$ cat config.mk
export PLATFORM = sky130hd
export DESIGN_NAME = ipv4_dotted_decimal_parser_flat
export DESIGN_NICKNAME = d
export VERILOG_FILES = /design/src/ipv4dp_pkg.sv /design/src/ipv4dp_char_if.sv /design/src/ipv4dp_result_if.sv /design/src/ipv4dp_in_stage.sv /design/src/ipv4dp_core.sv /design/src/ipv4dp_out_reg.sv /design/src/ipv4_dotted_decimal_parser.sv /design/src/flat_wrapper.sv
export VERILOG_INCLUDE_DIRS = /design/src /design/src/src
export SDC_FILE = /design/constraint.sdc
export NUM_CORES = 1
export LEC_CHECK = 0
export BUFFER_PORTS_ARGS = -buffer_cell sky130_fd_sc_hd__clkbuf_2
export CELL_PAD_IN_SITES_DETAIL_PLACEMENT = 1
export CELL_PAD_IN_SITES_GLOBAL_PLACEMENT = 1
export CORE_UTILIZATION = 47
export DETAILED_ROUTE_END_ITERATION = 10
export GPL_TIMING_DRIVEN = 0
export PLACE_DENSITY_LB_ADDON = 0.1
export SLEW_MARGIN = 20
export SYNTH_ARGS = -nofsm -noshare
export SYNTH_HDL_FRONTEND = slang
export SYNTH_SLANG_ARGS = --single-unit
$ cat constraint.sdc
create_clock -name clk -period 3.55 [get_ports clk]
set_clock_uncertainty 0.05 [all_clocks]
set_input_delay 0 -clock clk [delete_from_list [all_inputs] [get_ports clk]]
set_output_delay 0 -clock clk [all_outputs]
set_load 0.03 [all_outputs]
$ cat src/ipv4_dotted_decimal_parser_macros.svh
// Assertion helpers for the IPv4 parser. Clock is clk and reset is rst in every user.
`ifndef IPV4_DOTTED_DECIMAL_PARSER_MACROS_SVH
`define IPV4_DOTTED_DECIMAL_PARSER_MACROS_SVH

// Same-cycle implication.
`define IPV4DP_ASSERT_NOW(label, ante, cons, msg) \
  label: assert property (@(posedge clk) disable iff (rst) (ante) |-> (cons)) \
    else $error(msg);

// Next-cycle implication.
`define IPV4DP_ASSERT_NEXT(label, ante, cons, msg) \
  label: assert property (@(posedge clk) disable iff (rst) (ante) |=> (cons)) \
    else $error(msg);

`endif

$ cat src/ipv4dp_pkg.sv
`timescale 1ns / 1ps

package ipv4dp_pkg;

  typedef enum logic [1:0] {
    STATUS_OK     = 2'd0,
    STATUS_FORMAT = 2'd1,
    STATUS_OCTET  = 2'd2
  } status_t;

  localparam logic [7:0] CHAR_DOT  = 8'h2E;
  localparam logic [7:0] CHAR_CR   = 8'h0D;
  localparam logic [7:0] CHAR_LF   = 8'h0A;
  localparam logic [7:0] CHAR_ZERO = 8'h30;
  localparam logic [7:0] CHAR_NINE = 8'h39;

  localparam logic [8:0] OCTET_MAX = 9'd255;
  localparam logic [8:0] ACC_SAT   = 9'd256;

  // One character beat as held in the input register.
  typedef struct packed {
    logic [7:0] character;
    logic       end_of_text;
  } item_t;

  // One result beat.
  typedef struct packed {
    status_t    status;
    logic [7:0] octet_first;
    logic [7:0] octet_second;
    logic [7:0] octet_third;
    logic [7:0] octet_fourth;
  } result_t;

endpackage

$ cat src/ipv4dp_char_if.sv
`timescale 1ns / 1ps

interface ipv4dp_char_if;
  logic       valid;
  logic       ready;
  logic [7:0] character;
  logic       end_of_text;

  modport source (output valid, output character, output end_of_text, input ready);
  modport sink   (input valid, input character, input end_of_text, output ready);
endinterface

$ cat src/ipv4dp_result_if.sv
`timescale 1ns / 1ps

interface ipv4dp_result_if;
  logic                valid;
  logic                ready;
  ipv4dp_pkg::status_t status;
  logic [7:0]          octet_first;
  logic [7:0]          octet_second;
  logic [7:0]          octet_third;
  logic [7:0]          octet_fourth;

  modport source (output valid, output status, output octet_first, output octet_second,
                  output octet_third, output octet_fourth, input ready);
  modport sink   (input valid, input status, input octet_first, input octet_second,
                  input octet_third, input octet_fourth, output ready);
endinterface

$ cat src/ipv4dp_in_stage.sv
`timescale 1ns / 1ps

// Input register: holds one character beat until the parser takes it.
module ipv4dp_in_stage (
  input  logic                  clk,
  input  logic                  rst,
  ipv4dp_char_if.sink           chars,
  input  logic                  take,
  output logic                  item_valid,
  output ipv4dp_pkg::item_t     item
);

  logic load;

  assign chars.ready = !item_valid || take;
  assign load        = chars.valid && chars.ready;

  always_ff @(posedge clk) begin
    if (rst) begin
      item_valid <= 1'b0;
    end else if (load) begin
      item_valid <= 1'b1;
    end else if (take) begin
      item_valid <= 1'b0;
    end
  end

  always_ff @(posedge clk) begin
    if (load) begin
      item.character   <= chars.character;
      item.end_of_text <= chars.end_of_text;
    end
  end

endmodule

$ cat src/ipv4dp_core.sv
`timescale 1ns / 1ps

// Parse state and the per-character update. One beat per cycle; an end beat waits for a free result register.
module ipv4dp_core (
  input  logic                    clk,
  input  logic                    rst,
  input  logic                    item_valid,
  input  ipv4dp_pkg::item_t       item,
  input  logic                    out_free,
  output logic                    take,
  output logic                    res_valid,
  output ipv4dp_pkg::result_t     res
);

  logic [1:0]          octet_index, octet_index_next;
  logic [8:0]          acc, acc_next;
  logic                in_digits, in_digits_next;
  logic                trailer, trailer_next;
  ipv4dp_pkg::status_t err, err_next;
  logic [7:0]          parsed [4];
  logic                oct_wr;

  logic        is_digit, is_line_end, is_dot;
  logic [3:0]  digit;
  logic [12:0] acc_mul;
  logic [8:0]  acc_sat;
  logic [7:0]  last_octet;
  ipv4dp_pkg::status_t status;

  assign take      = item_valid && (!item.end_of_text || out_free);
  assign res_valid = take && item.end_of_text;

  assign is_digit    = (item.character >= ipv4dp_pkg::CHAR_ZERO) &&
                       (item.character <= ipv4dp_pkg::CHAR_NINE);
  assign is_line_end = (item.character == ipv4dp_pkg::CHAR_CR) ||
                       (item.character == ipv4dp_pkg::CHAR_LF);
  assign is_dot      = (item.character == ipv4dp_pkg::CHAR_DOT);
  assign digit       = 4'(item.character - ipv4dp_pkg::CHAR_ZERO);

  // acc * 10 + digit, saturating at 256
  assign acc_mul = {1'b0, acc, 3'b000} + {3'b000, acc, 1'b0} + {9'd0, digit};
  assign acc_sat = (acc_mul > 13'(ipv4dp_pkg::ACC_SAT)) ? ipv4dp_pkg::ACC_SAT : acc_mul[8:0];

  always_comb begin
    octet_index_next = octet_index;
    acc_next         = acc;
    in_digits_next   = in_digits;
    trailer_next     = trailer;
    err_next         = err;
    oct_wr           = 1'b0;
    if (take) begin
      if (item.end_of_text) begin
        octet_index_next = 2'd0;
        acc_next         = 9'd0;
        in_digits_next   = 1'b0;
        trailer_next     = 1'b0;
        err_next         = ipv4dp_pkg::STATUS_OK;
      end else if (err == ipv4dp_pkg::STATUS_OK) begin
        if (trailer) begin
          if (!is_line_end) begin
            err_next = ipv4dp_pkg::STATUS_FORMAT;
          end
        end else if (!in_digits) begin
          if (is_digit) begin
            in_digits_next = 1'b1;
            acc_next       = {5'd0, digit};
          end else begin
            err_next = ipv4dp_pkg::STATUS_FORMAT;
          end
        end else if (is_digit) begin
          acc_next = acc_sat;
          if (acc_sat > ipv4dp_pkg::OCTET_MAX) begin
            err_next = ipv4dp_pkg::STATUS_OCTET;
          end
        end else begin
          oct_wr = 1'b1;
          if (octet_index != 2'd3) begin
            if (is_dot) begin
              octet_index_next = octet_index + 2'd1;
              in_digits_next   = 1'b0;
              acc_next         = 9'd0;
            end else begin
              err_next = ipv4dp_pkg::STATUS_FORMAT;
            end
          end else if (is_line_end) begin
            trailer_next   = 1'b1;
            in_digits_next = 1'b0;
          end else begin
            err_next = ipv4dp_pkg::STATUS_FORMAT;
          end
        end
      end
    end
  end

  always_ff @(posedge clk) begin
    if (rst) begin
      octet_index <= 2'd0;
      acc         <= 9'd0;
      in_digits   <= 1'b0;
      trailer     <= 1'b0;
      err         <= ipv4dp_pkg::STATUS_OK;
    end else begin
      octet_index <= octet_index_next;
      acc         <= acc_next;
      in_digits   <= in_digits_next;
      trailer     <= trailer_next;
      err         <= err_next;
    end
  end

  always_ff @(posedge clk) begin
    if (oct_wr) begin
      parsed[octet_index] <= acc[7:0];
    end
  end

  // Result for an end beat; octet four may still be in the accumulator.
  always_comb begin
    status     = err;
    last_octet = parsed[3];
    if (err == ipv4dp_pkg::STATUS_OK) begin
      if (trailer) begin
        last_octet = parsed[3];
      end else if (octet_index == 2'd3 && in_digits) begin
        last_octet = acc[7:0];
      end else begin
        status = ipv4dp_pkg::STATUS_FORMAT;
      end
    end
    res.status = status;
    if (status == ipv4dp_pkg::STATUS_OK) begin
      res.octet_first  = parsed[0];
      res.octet_second = parsed[1];
      res.octet_third  = parsed[2];
      res.octet_fourth = last_octet;
    end else begin
      res.octet_first  = 8'd0;
      res.octet_second = 8'd0;
      res.octet_third  = 8'd0;
      res.octet_fourth = 8'd0;
    end
  end

endmodule

$ cat src/ipv4dp_out_reg.sv
`timescale 1ns / 1ps

// Result register: holds one result beat until the sink takes it.
module ipv4dp_out_reg (
  input  logic                  clk,
  input  logic                  rst,
  input  logic                  res_valid,
  input  ipv4dp_pkg::result_t   res,
  output logic                  out_free,
  ipv4dp_result_if.source       result
);

  ipv4dp_pkg::result_t hold;

  assign out_free = !result.valid || result.ready;

  always_ff @(posedge clk) begin
    if (rst) begin
      result.valid <= 1'b0;
    end else if (res_valid) begin
      result.valid <= 1'b1;
    end else if (result.ready) begin
      result.valid <= 1'b0;
    end
  end

  always_ff @(posedge clk) begin
    if (res_valid) begin
      hold <= res;
    end
  end

  assign result.status       = hold.status;
  assign result.octet_first  = hold.octet_first;
  assign result.octet_second = hold.octet_second;
  assign result.octet_third  = hold.octet_third;
  assign result.octet_fourth = hold.octet_fourth;

endmodule

$ cat src/ipv4_dotted_decimal_parser.sv
// IPv4 dotted-decimal parser. Text arrives on the chars channel one character per beat;
// a beat with end_of_text set closes the string and yields exactly one beat on the result
// channel: status (ok, format error, or octet above 255) and the four octets, which are
// zero unless status is ok. The accepted form is X.X.X.X with decimal octets, optionally
// followed by any mix of CR and LF. The first error sticks until the end beat; the
// character field of the end beat is ignored. Throughput is one character per clock but
// for the stall below: the input register feeds a single combinational update of the parse
// state, and the result register lets characters keep flowing while a result waits. The
// result is registered, valid in the cycle after the parser takes the end beat. The only
// stall is an end beat meeting a result still held in the output register.
`timescale 1ns / 1ps

`include "ipv4_dotted_decimal_parser_macros.svh"

module ipv4_dotted_decimal_parser (
  input  logic            clk,
  input  logic            rst,
  ipv4dp_char_if.sink     chars,
  ipv4dp_result_if.source result
);

  // input register -> parser handshake
  logic                item_valid;
  ipv4dp_pkg::item_t   item;
  logic                take;

  // parser -> result register
  logic                res_valid;
  ipv4dp_pkg::result_t res;
  logic                out_free;

  ipv4dp_in_stage u_in_stage (
    .clk        (clk),
    .rst        (rst),
    .chars      (chars),
    .take       (take),
    .item_valid (item_valid),
    .item       (item)
  );

  ipv4dp_core u_core (
    .clk        (clk),
    .rst        (rst),
    .item_valid (item_valid),
    .item       (item),
    .out_free   (out_free),
    .take       (take),
    .res_valid  (res_valid),
    .res        (res)
  );

  ipv4dp_out_reg u_out_reg (
    .clk       (clk),
    .rst       (rst),
    .res_valid (res_valid),
    .res       (res),
    .out_free  (out_free),
    .result    (result)
  );

  // A result is only produced into a free output register.
  `IPV4DP_ASSERT_NOW(a_res_into_free, res_valid, out_free, "result written over a held beat")

  // A held character that was not taken is still there next cycle.
  `IPV4DP_ASSERT_NEXT(a_item_held, item_valid && !take && !chars.ready, item_valid,
                      "input register lost a beat")

  // Error results carry zero octets.
  `IPV4DP_ASSERT_NOW(a_err_zero, result.valid && result.status != ipv4dp_pkg::STATUS_OK,
                     result.octet_first == 8'd0 && result.octet_second == 8'd0 &&
                     result.octet_third == 8'd0 && result.octet_fourth == 8'd0,
                     "error result with nonzero octets")

endmodule

$ cat src/flat_wrapper.sv
// flat-port wrapper written by rule: the top's interface ports become plain ports
module ipv4_dotted_decimal_parser_flat 
  (clk, rst, chars_valid, chars_character, chars_end_of_text, chars_ready, result_valid, result_status, result_octet_first, result_octet_second, result_octet_third, result_octet_fourth, result_ready);
  ipv4dp_char_if chars_i ();
  ipv4dp_result_if result_i ();
  input  logic clk;
  input  logic rst;
  input wire logic [$bits(chars_i.valid)-1:0] chars_valid;
  input wire logic [$bits(chars_i.character)-1:0] chars_character;
  input wire logic [$bits(chars_i.end_of_text)-1:0] chars_end_of_text;
  output wire logic [$bits(chars_i.ready)-1:0] chars_ready;
  output wire logic [$bits(result_i.valid)-1:0] result_valid;
  output wire logic [$bits(result_i.status)-1:0] result_status;
  output wire logic [$bits(result_i.octet_first)-1:0] result_octet_first;
  output wire logic [$bits(result_i.octet_second)-1:0] result_octet_second;
  output wire logic [$bits(result_i.octet_third)-1:0] result_octet_third;
  output wire logic [$bits(result_i.octet_fourth)-1:0] result_octet_fourth;
  input wire logic [$bits(result_i.ready)-1:0] result_ready;
  assign chars_i.valid = chars_valid;
  assign chars_i.character = chars_character;
  assign chars_i.end_of_text = chars_end_of_text;
  assign chars_ready = chars_i.ready;
  assign result_valid = result_i.valid;
  assign result_status = result_i.status;
  assign result_octet_first = result_i.octet_first;
  assign result_octet_second = result_i.octet_second;
  assign result_octet_third = result_i.octet_third;
  assign result_octet_fourth = result_i.octet_fourth;
  assign result_i.ready = result_ready;
  ipv4_dotted_decimal_parser u_core (.clk(clk), .rst(rst), .chars(chars_i), .result(result_i));
endmodule
==> results.md <==
* Status: complete, no violations
* Average cell area after synthesis at 12.8 um2
* DIE AREA at 0.00912 mm2
* Clock group share of total power at 41.0%
* Worst slack at placement at 0.131 ns
* Vias in the first global route at 2931
* Share of the clock period used by the worst path at 93.5%
* CTS HTree Levels at 3
* Number of core rows at 33
* Unrepaired setup endpoints after global routing: no
* GR Overflow Total at 0
* Post-detailed-placement half-perimeter wirelength at 6.60 mm
* Worst-case reg-to-reg path depth at 10
* Max Buffers Root-to-Sink at 2
* Count of mapped cells out of synthesis at 322
* Average wire length per cell after detail routing at 18.2 um
* Wire length of the first global-routing pass at 14.7 mm
* Mapped Nets at 358
* Tot GR Track Use at 22.1%
* Power Internal at 1.70 mW
* Routed wire length at 9.18 mm
* Placed Instance Area at 0.00452 mm2
* Maximum resistive drop on vdd at 0.223 mV
* Port Buffer Count at 48
* Critical R2R Launch: u_core.u_core.acc[0]
* Proportion of power drawn by combinational gates at 4.1%
* Post-route setup TNS at 0 ns
* Distinct cell type count after synthesis at 51
* Count of final hold-check violations at 0
* Die outline width at 95.5 um
* Flip-flop cell with the highest count after synthesis: edfxtp_1
* Area delta synth->final at 19.0%
* Initial Util at 49.3%
* CP endpoint: u_core.u_core.err[0]
* Final Slew Violations at 0
* Clock tree from TritonCTS: built
* Worst setup startpoint: u_core.u_core.acc[0]
* Slew at the pin closest to its max-slew limit at 0.583 ns
* Reg2Reg Capture Point: u_core.u_core.err[0]
* Register-to-register setup slack at 0.23 ns
* Total power at 2.15 mW
* Final Wtd Congestion at 0.825
* Clock latency of the later-clocked register in the worst-skew pair at 0.37 ns
* # IOs at 49
* N_diodes at 0
* Number of setup buffers added after CTS at 0
* Share of post-route cells with drive strength above 1 at 19.6%
* Vias at 2785
* Switching part of the total power at 21.1%
* Highest net fanout along the worst path at 7
* Kind of path behind the tightest hold check: in2reg
* Maximum number of pins on one net before global-route repair at 29
* ANT nets after route at 0
* Standby leakage power at 2.03 nW
* Number of enable-type register cells in the synthesized netlist at 75
* Number of iterations in the first detailed-routing pass at 4
* Relative max-transition margin at 61.0%
* Max-Cap Viols at 0
* Psw at 453 uW
* Register clock-pin slew on the reported worst setup and hold paths at 0.10 ns
* Setup ws final at 0.229 ns
* Critical path capture point type: register
* Part of the total power dissipated in sequential elements at 54.9%
* Sequential fraction of the synthesis area at 63.1%
* Async set or reset register ratio after synthesis at 0%
* Floorplan core area at 0.00834 mm2
* Data required, critical path at 3.75 ns
* Power density normalized to cell area at 440 mW/mm2
* Detailed-route DRC error count at 0
* DRC violation total after the first TritonRoute iteration at 68
* Number of warning messages in the yosys log at 0
* Setup-violating endpoint count in the final report at 0
* Number of fill cells at 864
* Post-detailed-route via-to-cell ratio at 5.54
* Critical path type: reg2reg
* Synthesized area at 0.00411 mm2
* CTS Sinks at 92
* Root cell of the clock tree: clkbuf_8
* NumNets Final at 429
* Fmax at 301 MHz
* Design Area, Final at 0.00489 mm2
* Die Y at 95.5 um
* Startpoint Class: register
* Number of flip-flops and latches in the synthesized netlist at 92
* Min Clock Period, post-route at 3.32 ns
* Number of antenna violations at the first check in global routing at 0
* Arrival time at the worst endpoint at 3.52 ns
* Clock buffers created by TritonCTS at 9
[worst max-delay path: stages, from the launching register on]
cell and delay (ns):
dfxtp_2 0.44, inv_1 0.11, fa_1 0.53, fa_1 0.48, and2b_1 0.23, o2111ai_1 0.18, a31oi_1 0.21, nand2b_1 0.11
o41a_1 0.46, mux2i_1 0.15, o221a_1 0.25
[cell usage in the layout (no fill, tap or decap), types with 7 or more instances in the layout]
| master | synthesis | layout |
|---|---|---|
| edfxtp_1 | 75 | 75 |
| clkbuf_2 | 0 | 48 |
| and3_1 | 26 | 26 |
| nor2_1 | 23 | 23 |
| ha_1 | 21 | 21 |
| nand2_1 | 20 | 20 |
| a21oi_1 | 20 | 20 |
| dfxtp_1 | 17 | 15 |
| inv_1 | 11 | 11 |
| dlygate4sd3_1 | 0 | 11 |
| o21ai_1 | 10 | 10 |
| clkbuf_8 | 0 | 10 |
| mux2i_1 | 9 | 9 |
| clkbuf_1 | 7 | 7 |
| and2_1 | 7 | 7 |
| o21ai_0 | 7 | 7 |
[layer usage]
metal	GRT usage, %	wire, um
met2	39.5	4820
met5	0	0
met4	10.2	156
met3	3.51	204
met1	26.1	4000
[synth_stat cells, drive strengths merged (3+ instances only)]
cell type / instances / share of area (%)
and2: 7 / 1.1
edfxtp: 75 / 55
mux2i: 9 / 2.2
nand3: 4 / 0.49
dfxtp: 17 / 8.3
inv: 11 / 1.0
o21a: 5 / 0.91
nor2: 24 / 2.3
nand2: 20 / 1.8
nand2b: 6 / 0.91
ha: 21 / 6.4
clkbuf: 7 / 0.64
o21ai: 18 / 2.3
a21o: 3 / 0.55
xnor2: 3 / 0.64
nor3: 7 / 0.97
a211oi: 3 / 0.67
a21oi: 21 / 2.6
and3: 26 / 4.0
[worst min path at each step]
stage                       startpoint                      endpoint  depth (start not counted)
finish                             rst  u_core.u_core.octet_index[0]                          3
global route                       rst          u_core.u_core.acc[7]                          4
CTS                                rst  u_core.u_core.octet_index[0]                          3
global placement    chars_character[0]     u_core.u_in_stage.item[1]                          1
floorplan            chars_end_of_text     u_core.u_in_stage.item[0]                          0
detailed placement  chars_character[6]     u_core.u_in_stage.item[7]                          1
[state kept, by name (all words and copies together) (netlist names), 2 cells and up]
name / count
u_core.u_out_reg.result.octet_second: 8
u_core.u_out_reg.result.octet_third: 8
u_core.u_core.octet_index: 2
u_core.u_out_reg.result.status: 2
u_core.u_core.acc: 9
u_core.u_core.err: 2
u_core.u_in_stage.item: 9
u_core.u_out_reg.result.octet_first: 8
u_core.u_out_reg.result.octet_fourth: 8
u_core.u_core.parsed: 32
[per-stage QoR]
step           hold slack [ns]  std cells  utilization, %
2_1_floorplan           0.0489        322               -
3_3_place_gp             0.128        475            53.7
6_report                 0.125        503            58.6
4_1_cts                  0.117        503            58.5
3_5_place_dp             0.129        476            54.2
5_1_grt                  0.183        503            58.6
[final cells by class]
cell class	count	area (um2)	share of cell area, %
plain buffers	8	31.3	0.640
clock inverters	6	116	2.38
inverters	11	41.3	0.844
clock buffers	10	138	2.81
flip-flops and latches	92	2590	53.1
well taps	105	131	2.69
multi-input cells	211	1460	29.9
repair buffers	60	378	7.73
[cells by family after synthesis]
| kind of cell | count (synthesis) | share of synthesized area (%) |
|---|---|---|
| adder cells (fa/ha/maj) | 23 | 7.37 |
| XOR/XNOR | 5 | 1.07 |
| AND/OR/NAND/NOR | 109 | 14.3 |
| flip-flops | 92 | 63.1 |
| buffers and inverters | 19 | 1.77 |
| AO/OA/AOI/OAI | 64 | 9.98 |
| multiplexers | 10 | 2.47 |
[power groups by stage]
stage / clock network (mW) / logic (mW) / registers, mW
after floorplan: 0 / 0.0415 / 1.21
after global placement: 0 / 0.0710 / 1.21
after detailed placement: 0 / 0.0778 / 1.21
after CTS: 0.894 / 0.0879 / 1.18
after global routing: 0.925 / 0.0970 / 1.18
final: 0.881 / 0.0877 / 1.18
[what timing repair did]
item | in CTS | in global routing
resized for setup | 0 | 4
hold endpoints to repair | 11 | 0
setup endpoints to repair | 0 | 10
hold buffers | 11 | 0
Note: power is estimated with default switching activity, not from simulation.
